File: config.mk
export PLATFORM = sky130hd
export DESIGN_NAME = ordered_timer_queue
export DESIGN_NICKNAME = d
export VERILOG_FILES = /design/src/hdl/otq_pkg.sv /design/src/hdl/otq_ctrl.sv /design/src/hdl/otq_datapath.sv /design/src/hdl/ordered_timer_queue.sv
export VERILOG_INCLUDE_DIRS = /design/src /design/src/hdl
export SDC_FILE = /design/constraint.sdc
export NUM_CORES = 2
export LEC_CHECK = 0
export ABC_AREA = 0
export BUFFER_PORTS_ARGS = -buffer_cell sky130_fd_sc_hd__buf_2
export CORE_ASPECT_RATIO = 0.75
export CORE_UTILIZATION = 30
export DETAILED_ROUTE_END_ITERATION = 6
export MAX_ROUTING_LAYER = met4
export PLACE_DENSITY = 0.45
export SLEW_MARGIN = 20
export SYNTH_ARGS = -nofsm -noshare
export SYNTH_HDL_FRONTEND = slang
export SYNTH_SLANG_ARGS = --single-unit
File: constraint.sdc
create_clock -name clk -period 21.7 [get_ports clk]
set_clock_uncertainty 0.15 [all_clocks]
set_input_delay 4.34 -clock clk [delete_from_list [all_inputs] [get_ports clk]]
set_output_delay 4.34 -clock clk [all_outputs]
set_load 0.01 [all_outputs]
File: src/hdl/assert_macros.svh
// assertion helpers used by the timer queue datapath
`ifndef ASSERT_MACROS_SVH
`define ASSERT_MACROS_SVH

// condition that holds at every clock edge outside reset
`define OTQ_ASSERT(lbl, clk, rst, cond, msg) \
  lbl: assert property (@(posedge clk) disable iff (rst) (cond)) else $error(msg);

// same-cycle implication outside reset
`define OTQ_ASSERT_IMPL(lbl, clk, rst, ante, cons, msg) \
  lbl: assert property (@(posedge clk) disable iff (rst) (ante) |-> (cons)) \
    else $error(msg);

`endif

File: src/hdl/otq_pkg.sv
// ---------------------------------------------------------------------------
// otq_pkg
// Types and codes shared by the ordered timer queue modules.
// ---------------------------------------------------------------------------
package otq_pkg;

  // operation codes
  localparam logic [1:0] KIND_ADD    = 2'd0;
  localparam logic [1:0] KIND_CHANGE = 2'd1;
  localparam logic [1:0] KIND_DELETE = 2'd2;
  localparam logic [1:0] KIND_EXPIRE = 2'd3;

  // result status codes
  localparam logic [1:0] STATUS_OK       = 2'd0;
  localparam logic [1:0] STATUS_FULL     = 2'd1;
  localparam logic [1:0] STATUS_BAD_SLOT = 2'd2;

  // most timers fired by one expire, and the width of its counter
  localparam int MAX_FIRE = 16;
  localparam int FIRE_W   = 5;

  typedef struct packed {
    logic [1:0]  kind;
    logic [63:0] alarm_at;
    logic [3:0]  slot;
    logic [31:0] tag;
    logic [63:0] now;
  } otq_cmd_t;

  typedef struct packed {
    logic [3:0]  handle;
    logic        fired;
    logic [31:0] fired_tag;
    logic [1:0]  status;
    logic        alarm_on;
    logic [63:0] next_alarm;
    logic        reprogram;
    logic        last;
  } otq_res_t;

  // controller to datapath commands
  typedef struct packed {
    logic       capture;
    logic       add_write;
    logic       chg_write;
    logic       del_clear;
    logic       rd_req;
    logic       scan_start;
    logic       scan_step;
    logic       fire;
    logic       emit_final;
    logic       final_update;
    logic [1:0] final_status;
  } otq_ctl_t;

  // datapath to controller status
  typedef struct packed {
    logic [1:0] kind;
    logic       full;
    logic       slot_ok;
    logic       same_time;
    logic       scan_end;
    logic       fire_ready;
    logic       out_free;
  } otq_sts_t;

endpackage

File: src/hdl/otq_ctrl.sv
// ---------------------------------------------------------------------------
// otq_ctrl
// Sequencer for the timer queue: decodes an operation, runs the slot scans
// and orders the fired and final result transfers.
// ---------------------------------------------------------------------------
module otq_ctrl
  import otq_pkg::*;
(
  input  logic     clk,
  input  logic     rst,
  input  logic     cmd_valid,
  output logic     cmd_stall,
  input  otq_sts_t sts,
  output otq_ctl_t ctl
);

  typedef enum logic [6:0] {
    S_IDLE   = 7'b0000001,
    S_DECODE = 7'b0000010,
    S_CHECK  = 7'b0000100,
    S_SCAN   = 7'b0001000,
    S_PICK   = 7'b0010000,
    S_FIRE   = 7'b0100000,
    S_FINAL  = 7'b1000000
  } otq_state_t;

  otq_state_t state, state_next;
  logic [1:0] fin_status, fin_status_next;
  logic       fin_update, fin_update_next;

  // input side only takes a transfer between operations
  assign cmd_stall = (state != S_IDLE);

  // next state and commands
  always_comb begin
    ctl             = '0;
    state_next      = state;
    fin_status_next = fin_status;
    fin_update_next = fin_update;
    ctl.final_status = fin_status;
    ctl.final_update = fin_update;
    case (state)
      S_IDLE: begin
        if (cmd_valid) begin
          ctl.capture = 1'b1;
          state_next  = S_DECODE;
        end
      end
      S_DECODE: begin
        case (sts.kind)
          KIND_ADD: begin
            if (sts.full) begin
              fin_status_next = STATUS_FULL;
              fin_update_next = 1'b0;
              state_next      = S_FINAL;
            end else begin
              ctl.add_write  = 1'b1;
              ctl.scan_start = 1'b1;
              state_next     = S_SCAN;
            end
          end
          KIND_CHANGE: begin
            if (!sts.slot_ok) begin
              fin_status_next = STATUS_BAD_SLOT;
              fin_update_next = 1'b0;
              state_next      = S_FINAL;
            end else begin
              ctl.rd_req = 1'b1;
              state_next = S_CHECK;
            end
          end
          KIND_DELETE: begin
            if (!sts.slot_ok) begin
              fin_status_next = STATUS_BAD_SLOT;
              fin_update_next = 1'b0;
              state_next      = S_FINAL;
            end else begin
              ctl.del_clear  = 1'b1;
              ctl.scan_start = 1'b1;
              state_next     = S_SCAN;
            end
          end
          default: begin
            ctl.scan_start = 1'b1;
            state_next     = S_SCAN;
          end
        endcase
      end
      S_CHECK: begin
        // a change to the same time leaves the timer alone
        if (sts.same_time) begin
          fin_status_next = STATUS_OK;
          fin_update_next = 1'b0;
          state_next      = S_FINAL;
        end else begin
          ctl.chg_write  = 1'b1;
          ctl.scan_start = 1'b1;
          state_next     = S_SCAN;
        end
      end
      S_SCAN: begin
        ctl.scan_step = 1'b1;
        if (sts.scan_end) begin
          state_next = S_PICK;
        end
      end
      S_PICK: begin
        if (sts.kind == KIND_EXPIRE && sts.fire_ready) begin
          state_next = S_FIRE;
        end else begin
          fin_status_next = STATUS_OK;
          fin_update_next = 1'b1;
          state_next      = S_FINAL;
        end
      end
      S_FIRE: begin
        if (sts.out_free) begin
          ctl.fire       = 1'b1;
          ctl.scan_start = 1'b1;
          state_next     = S_SCAN;
        end
      end
      S_FINAL: begin
        if (sts.out_free) begin
          ctl.emit_final = 1'b1;
          state_next     = S_IDLE;
        end
      end
      default: begin
        state_next = S_IDLE;
      end
    endcase
  end

  // state registers
  always_ff @(posedge clk) begin
    if (rst) begin
      state      <= S_IDLE;
      fin_status <= STATUS_OK;
      fin_update <= 1'b0;
    end else begin
      state      <= state_next;
      fin_status <= fin_status_next;
      fin_update <= fin_update_next;
    end
  end

endmodule

File: src/hdl/otq_datapath.sv
// ---------------------------------------------------------------------------
// otq_datapath
// Slot memories, in-use flags, earliest-timer scan, alarm record and the
// result register of the timer queue.
// ---------------------------------------------------------------------------
`include "assert_macros.svh"

module otq_datapath
  import otq_pkg::*;
#(
  parameter int SLOTS = 16
) (
  input  logic     clk,
  input  logic     rst,
  input  otq_cmd_t cmd,
  input  otq_ctl_t ctl,
  output otq_sts_t sts,
  output logic     res_valid,
  input  logic     res_stall,
  output otq_res_t res
);

  localparam int SW = (SLOTS > 1) ? $clog2(SLOTS) : 1;
  localparam int CW = $clog2(SLOTS + 1);

  // captured operation
  otq_cmd_t req;

  // slot storage
  logic [63:0] time_mem  [SLOTS];
  logic [31:0] tag_mem   [SLOTS];
  logic [63:0] order_mem [SLOTS];
  logic [SLOTS-1:0] used;

  logic [63:0]       order_cnt;
  logic [63:0]       prog_time;
  logic              alarm_en;
  logic [3:0]        hnd;
  logic [FIRE_W-1:0] nfire;

  // read port
  logic [SW-1:0] rd_addr;
  logic [63:0]   rd_time, rd_order;
  logic [31:0]   rd_tag;
  logic [SW-1:0] rd_idx;
  logic          rd_live;
  logic          rd_issue;

  // scan state
  logic [CW-1:0] scan_cnt;
  logic          best_found;
  logic [63:0]   best_time, best_order;
  logic [31:0]   best_tag;
  logic [SW-1:0] best_idx;
  logic          better;

  logic [SW-1:0] free_idx, req_idx, wr_addr;
  logic          full, wr_en, slot_ok, reprog;
  logic [63:0]   upd_time;
  logic          loading;

  // lowest free slot
  always_comb begin
    free_idx = '0;
    full     = 1'b1;
    for (int i = SLOTS - 1; i >= 0; i--) begin
      if (!used[i]) begin
        free_idx = SW'(i);
        full     = 1'b0;
      end
    end
  end

  assign req_idx = SW'(req.slot);
  assign slot_ok = (32'(req.slot) < SLOTS) && used[req_idx];

  // write port: add takes the free slot, change rewrites the named slot
  assign wr_en   = ctl.add_write || ctl.chg_write;
  assign wr_addr = ctl.add_write ? free_idx : req_idx;

  always_ff @(posedge clk) begin
    if (wr_en) begin
      time_mem[wr_addr]  <= req.alarm_at;
      order_mem[wr_addr] <= order_cnt;
    end
    if (ctl.add_write) begin
      tag_mem[wr_addr] <= req.tag;
    end
  end

  // read port: scan index during a scan, otherwise the named slot
  assign rd_issue = ctl.scan_step && (scan_cnt < CW'(SLOTS));
  assign rd_addr  = ctl.scan_step ? scan_cnt[SW-1:0] : req_idx;

  always_ff @(posedge clk) begin
    rd_time  <= time_mem[rd_addr];
    rd_order <= order_mem[rd_addr];
    rd_tag   <= tag_mem[rd_addr];
    rd_idx   <= rd_addr;
  end

  always_ff @(posedge clk) begin
    if (rst || ctl.scan_start) begin
      rd_live <= 1'b0;
    end else begin
      rd_live <= rd_issue && used[rd_addr];
    end
  end

  // scan counter
  always_ff @(posedge clk) begin
    if (rst || ctl.scan_start) begin
      scan_cnt <= '0;
    end else if (rd_issue) begin
      scan_cnt <= scan_cnt + CW'(1);
    end
  end

  // earliest by time, then by order stamp
  assign better = !best_found || (rd_time < best_time) ||
                  ((rd_time == best_time) && (rd_order < best_order));

  always_ff @(posedge clk) begin
    if (rst || ctl.scan_start) begin
      best_found <= 1'b0;
    end else if (rd_live && better) begin
      best_found <= 1'b1;
      best_time  <= rd_time;
      best_order <= rd_order;
      best_tag   <= rd_tag;
      best_idx   <= rd_idx;
    end
  end

  // operation capture
  always_ff @(posedge clk) begin
    if (ctl.capture) begin
      req <= cmd;
    end
  end

  // handle for the final result
  always_ff @(posedge clk) begin
    if (ctl.capture) begin
      hnd <= (cmd.kind == KIND_CHANGE || cmd.kind == KIND_DELETE) ? cmd.slot : 4'd0;
    end else if (ctl.add_write) begin
      hnd <= 4'(free_idx);
    end
  end

  // in-use flags, order stamp counter, fire count
  always_ff @(posedge clk) begin
    if (rst) begin
      used      <= '0;
      order_cnt <= '0;
      nfire     <= '0;
    end else begin
      if (ctl.add_write) begin
        used[free_idx] <= 1'b1;
      end
      if (ctl.del_clear) begin
        used[req_idx] <= 1'b0;
      end
      if (ctl.fire) begin
        used[best_idx] <= 1'b0;
      end
      if (wr_en) begin
        order_cnt <= order_cnt + 64'd1;
      end
      if (ctl.capture) begin
        nfire <= '0;
      end else if (ctl.fire) begin
        nfire <= nfire + FIRE_W'(1);
      end
    end
  end

  // alarm record update from the scan result
  assign upd_time = best_found ? best_time : 64'd0;
  assign reprog   = best_found && (!alarm_en || (best_time != prog_time));

  always_ff @(posedge clk) begin
    if (rst) begin
      alarm_en  <= 1'b0;
      prog_time <= '0;
    end else if (ctl.emit_final && ctl.final_update) begin
      alarm_en  <= best_found;
      prog_time <= upd_time;
    end
  end

  // result register
  assign loading = ctl.fire || ctl.emit_final;

  always_ff @(posedge clk) begin
    if (rst) begin
      res_valid <= 1'b0;
    end else if (loading) begin
      res_valid <= 1'b1;
    end else if (!res_stall) begin
      res_valid <= 1'b0;
    end
  end

  always_ff @(posedge clk) begin
    if (ctl.fire) begin
      res.handle     <= 4'(best_idx);
      res.fired      <= 1'b1;
      res.fired_tag  <= best_tag;
      res.status     <= STATUS_OK;
      res.alarm_on   <= 1'b0;
      res.next_alarm <= '0;
      res.reprogram  <= 1'b0;
      res.last       <= 1'b0;
    end else if (ctl.emit_final) begin
      res.handle    <= hnd;
      res.fired     <= 1'b0;
      res.fired_tag <= '0;
      res.status    <= ctl.final_status;
      res.last      <= 1'b1;
      if (ctl.final_update) begin
        res.alarm_on   <= best_found;
        res.next_alarm <= upd_time;
        res.reprogram  <= reprog;
      end else begin
        res.alarm_on   <= alarm_en;
        res.next_alarm <= alarm_en ? prog_time : 64'd0;
        res.reprogram  <= 1'b0;
      end
    end
  end

  // status to the controller
  always_comb begin
    sts            = '0;
    sts.kind       = req.kind;
    sts.full       = full;
    sts.slot_ok    = slot_ok;
    sts.same_time  = (rd_time == req.alarm_at);
    sts.scan_end   = (scan_cnt == CW'(SLOTS));
    sts.fire_ready = best_found && (best_time <= req.now) &&
                     (nfire < FIRE_W'(MAX_FIRE));
    sts.out_free   = !res_valid || !res_stall;
  end

  // checks
  `OTQ_ASSERT_IMPL(a_no_overwrite, clk, rst, loading, sts.out_free, "result overwritten")
  `OTQ_ASSERT(a_fire_bound, clk, rst, nfire <= FIRE_W'(MAX_FIRE), "fire count above limit")
  `OTQ_ASSERT(a_alarm_cleared, clk, rst, alarm_en || (prog_time == '0), "disabled alarm kept")
  `OTQ_ASSERT_IMPL(a_fire_due, clk, rst, ctl.fire, best_found && (req.kind == KIND_EXPIRE), "stray fire")

endmodule

File: src/hdl/ordered_timer_queue.sv
// ---------------------------------------------------------------------------
// ordered_timer_queue
// Table of pending timers ordered by alarm time, with add, change, delete
// and expire operations and a report of the earliest alarm.
// ---------------------------------------------------------------------------
// One operation is handled at a time. Add, delete, expire and a change to a
// new time scan all SLOTS entries through the single read port of the slot
// memories, one slot per cycle; a change first reads the old time. A full
// table, a bad handle or a change to the same time answer without a scan.
// An expire fires up to 16 timers and scans the table again after every
// timer that fires. Results leave through an output register; a stalled
// result holds the block until it is taken. A result with last set closes
// every operation; fired timers come before it in due order.
// ---------------------------------------------------------------------------
module ordered_timer_queue
  import otq_pkg::*;
#(
  parameter int SLOTS = 16
) (
  input  logic     clk,
  input  logic     rst,
  input  logic     cmd_valid,
  output logic     cmd_stall,
  input  otq_cmd_t cmd,
  output logic     res_valid,
  input  logic     res_stall,
  output otq_res_t res
);

  otq_ctl_t ctl;
  otq_sts_t sts;

  // sequencer
  otq_ctrl u_ctrl (
    .clk       (clk),
    .rst       (rst),
    .cmd_valid (cmd_valid),
    .cmd_stall (cmd_stall),
    .sts       (sts),
    .ctl       (ctl)
  );

  // storage, scan and result register
  otq_datapath #(
    .SLOTS (SLOTS)
  ) u_datapath (
    .clk       (clk),
    .rst       (rst),
    .cmd       (cmd),
    .ctl       (ctl),
    .sts       (sts),
    .res_valid (res_valid),
    .res_stall (res_stall),
    .res       (res)
  );

endmodule
==> metrics <==
status complete, but fails checks; failing checks design-rule violations; Clock Pin Slew Worst Setup and Hold Paths ~0.060 ns; Seq/Total Area, Yosys 0.732; I/O pins between 200 and 300; Max clock buf depth 4; vias in the first global route 81209; Switching Share 0.257; 1st-pass router iterations 7; Critical Path RT between 20 and 25 ns; Slew headroom 0.235; f_max roughly 130 MHz; ys flop type edfxtp_1; Clock Sinks around 3300; Sum Neg Setup Slack 0 ns; detailed-route vias per instance roughly 5.1; Root Driver clkbuf_16; die height 575 um; clock buffer count from CTS 340; Clock Latency Late Sink 0.92 ns; drt drc 1; core area about 430000 sq um; # nets final between 10000 and 15000; Worst-Margin Slew 1.15 ns; Cell variety after synth 78; Combinational Power Share 0.100; Int Power 11000 uW; mean routed wirelength per cell around 25 um; Synth top area share 0.670; Filler Cells Inserted approximately 42000; RSZ-0062 raised after global routing false; Layout area overhead 14.6%; hold_sp u_datapath.rd_tag[19]; CTS tree yes; Worst Hold End u_datapath.best_tag[19]; Psw 3800 uW; Tmin final around 7.6 ns; r2r setup slk 14.42 ns; most common cell in the netlist edfxtp_1; VDD IR max around 0.065 mV; clock network power share 0.399; Final Core Density 0.347; Mapped Nets 10663; DR vias roughly 85000; Die ar. ~440000 sq um; Post-synth top cells edfxtp_1 (2930), nand2_1 (2737), nand3_1 (1392); min-delay worst type reg -> reg; Avg Inst Size Synth between 10 and 15 sq um; Post-Synthesis Cells about 10000; Max-Cap Viols 0; Post-CTS Resized 0; Non-Filler Instances between 15000 and 20000; #FFs+latches synth 3332; async set or reset register ratio after synthesis 0; r2r worst-path depth 15; worst r2r dst u_datapath.rd_time[24]; post-route antenna net violation count 0; initial antenna violation count 46; Synth area leaders edfxtp_1 (67%), nand2_1 (7.8%), dfxtp_1 (6.1%); layout cells sized above 1 0.0965; final hold vios 0; iteration-0 DRC count of the detailed router 9317; Die Span X about 770 um; CP Max Fanout 46; DRT Wirelength between 400000 and 500000 um; row count 209; Post-CTS Setup Bufs 0; hold slack ~0.23 ns; first-pass GRT wire length slightly below 600000 um; Pwr Density approximately 100 nW/um^2; post-detail-place hpwl between 200000 and 250000 um; Overall Global Routing Usage 0.189; synthesized area 131000 sq um; final slew viol count 0; IO Port Bufs ~280; CTS H-Tree Depth 5; WS Path Type in -> reg; Tot Pwr roughly 15000 uW; remaining global-route overflow 0; hold buffers post-CTS 0; period utilization 0.352; EDFF count, synth ~2900; largest area contributor in the netlist edfxtp_1; worst reg2reg path startpoint u_ctrl.state[5]; final setup vio count 0; Seq pwr share 0.501; Static Leak roughly 0.052 uW; worst path arrival time 8.00 ns; largest net degree at the start of global routing 170; synth warn 0; CP Launch Type primary input; Crit. End Element flop; Final Wtd Congestion between 0.8 and 0.9; hold depth 0; Initial Util 0.303; placed insts 15910
## final cells by class
| cell class | count | area [sq um] | area share |
|---|---|---|---|
| flip-flops and latches | 3332 | 96000 | 0.638 |
| multi-input cells | 6093 | 32300 | 0.215 |
| clock buffers | 467 | 9480 | 0.0630 |
| well taps | 5802 | 7260 | 0.0483 |
| repair buffers | 439 | 2860 | 0.0190 |
| clock inverters | 156 | 1520 | 0.0101 |
| inverters | 244 | 940 | 0.00625 |
| diodes | 8 | 20.0 | 0.000133 |
## routing by layer
layer	global-route usage	vias up	wire, um
met3	0.0222	555	25100
met1	0.276	43190	197000
met5	-	-	0
met4	0.0443	0	10100
li1	-	38057	-
met2	0.280	2753	185000
## worst max-delay path by stage
stage,start,endpoint,slack [ns],cells after the start
after floorplan,rst,u_datapath.best_idx[0],3.48,5
after global placement,res_stall,u_datapath.best_time[21],13.16,10
after detailed placement,res_stall,u_datapath.best_time[21],13.08,10
after CTS,res_stall,u_datapath.best_time[29],14.05,10
after global routing,res_stall,u_datapath.best_time[24],13.77,10
final,res_stall,u_datapath.best_time[43],14.06,10
## registers in the layout (all words and copies together), names as in the netlist, 4 cells and up
register	cells
u_ctrl.state	7
u_datapath.best_idx	4
u_datapath.best_order	64
u_datapath.best_tag	32
u_datapath.best_time	64
u_datapath.hnd	4
u_datapath.nfire	5
u_datapath.order_cnt	64
u_datapath.order_mem	1024
u_datapath.prog_time	64
u_datapath.rd_idx	4
u_datapath.rd_order	64
u_datapath.rd_tag	32
u_datapath.rd_time	64
u_datapath.req	160
u_datapath.req_idx	4
u_datapath.res	106
u_datapath.scan_cnt	5
u_datapath.tag_mem	512
u_datapath.time_mem	1024
u_datapath.used	16
## cell usage in the layout, fill, tap and decap left out, types with 28 or more instances in the layout
cell type / n
clkbuf_16: 349
clkinv_1: 44
nor4_1: 28
buf_4: 142
and3_1: 168
edfxtp_1: 2930
clkbuf_8: 30
nor2_4: 35
nand4_1: 82
a21oi_1: 159
dfxtp_1: 401
nor2_1: 179
buf_2: 276
and2_1: 42
ha_1: 200
inv_1: 239
o21ai_0: 61
clkinv_2: 66
nand3_1: 1391
a311oi_1: 322
a21o_1: 34
xor2_1: 29
nand2_1: 2736
a222oi_1: 65
xnor2_1: 113
clkbuf_1: 87
a31oi_1: 174
## worst max-delay path, cell delays in order
cell and delay, ns:
buf_2 0.10, nand2_1 0.11, nand2_1 0.22, nor2_4 0.07, nor2_1 0.16, nand4_1 0.37
a211oi_4 0.34, buf_4 0.68, buf_4 0.84, buf_4 0.69
## metrics by stage
| step | setup slack [ns] | area (sq um) |
|---|---|---|
| after floorplan | 3.48 | 131000 |
| after global routing | 13.77 | 150000 |
| after CTS | 14.05 | 150000 |
| after global placement | 13.16 | 139000 |
| after detailed placement | 13.08 | 139000 |
| final | 14.06 | 150000 |
## cells by family (layout without fill, tap and decap cells)
| family | after synthesis | after routing | synth area share |
|---|---|---|---|
| XOR/XNOR | 142 | 142 | 0.00947 |
| multiplexers | 20 | 20 | 0.00218 |
| AO/OA/AOI/OAI | 938 | 938 | 0.0528 |
| buffers and inverters | 868 | 1306 | 0.0252 |
| other | 0 | 8 | 0 |
| flip-flops | 3332 | 3332 | 0.732 |
| AND/OR/NAND/NOR | 4793 | 4793 | 0.160 |
| adder cells (fa/ha/maj) | 200 | 200 | 0.0191 |
## power groups by stage
stage               logic (uW)  clock network [uW]  registers [uW]
floorplan                  913                   0            7450
global placement          1470                   0            7540
detailed placement        1480                   0            7550
CTS                       1480                6030            7410
global route              1620                6270            7430
finish                    1480                5900            7420
Note: power is estimated with default switching activity, not from simulation.
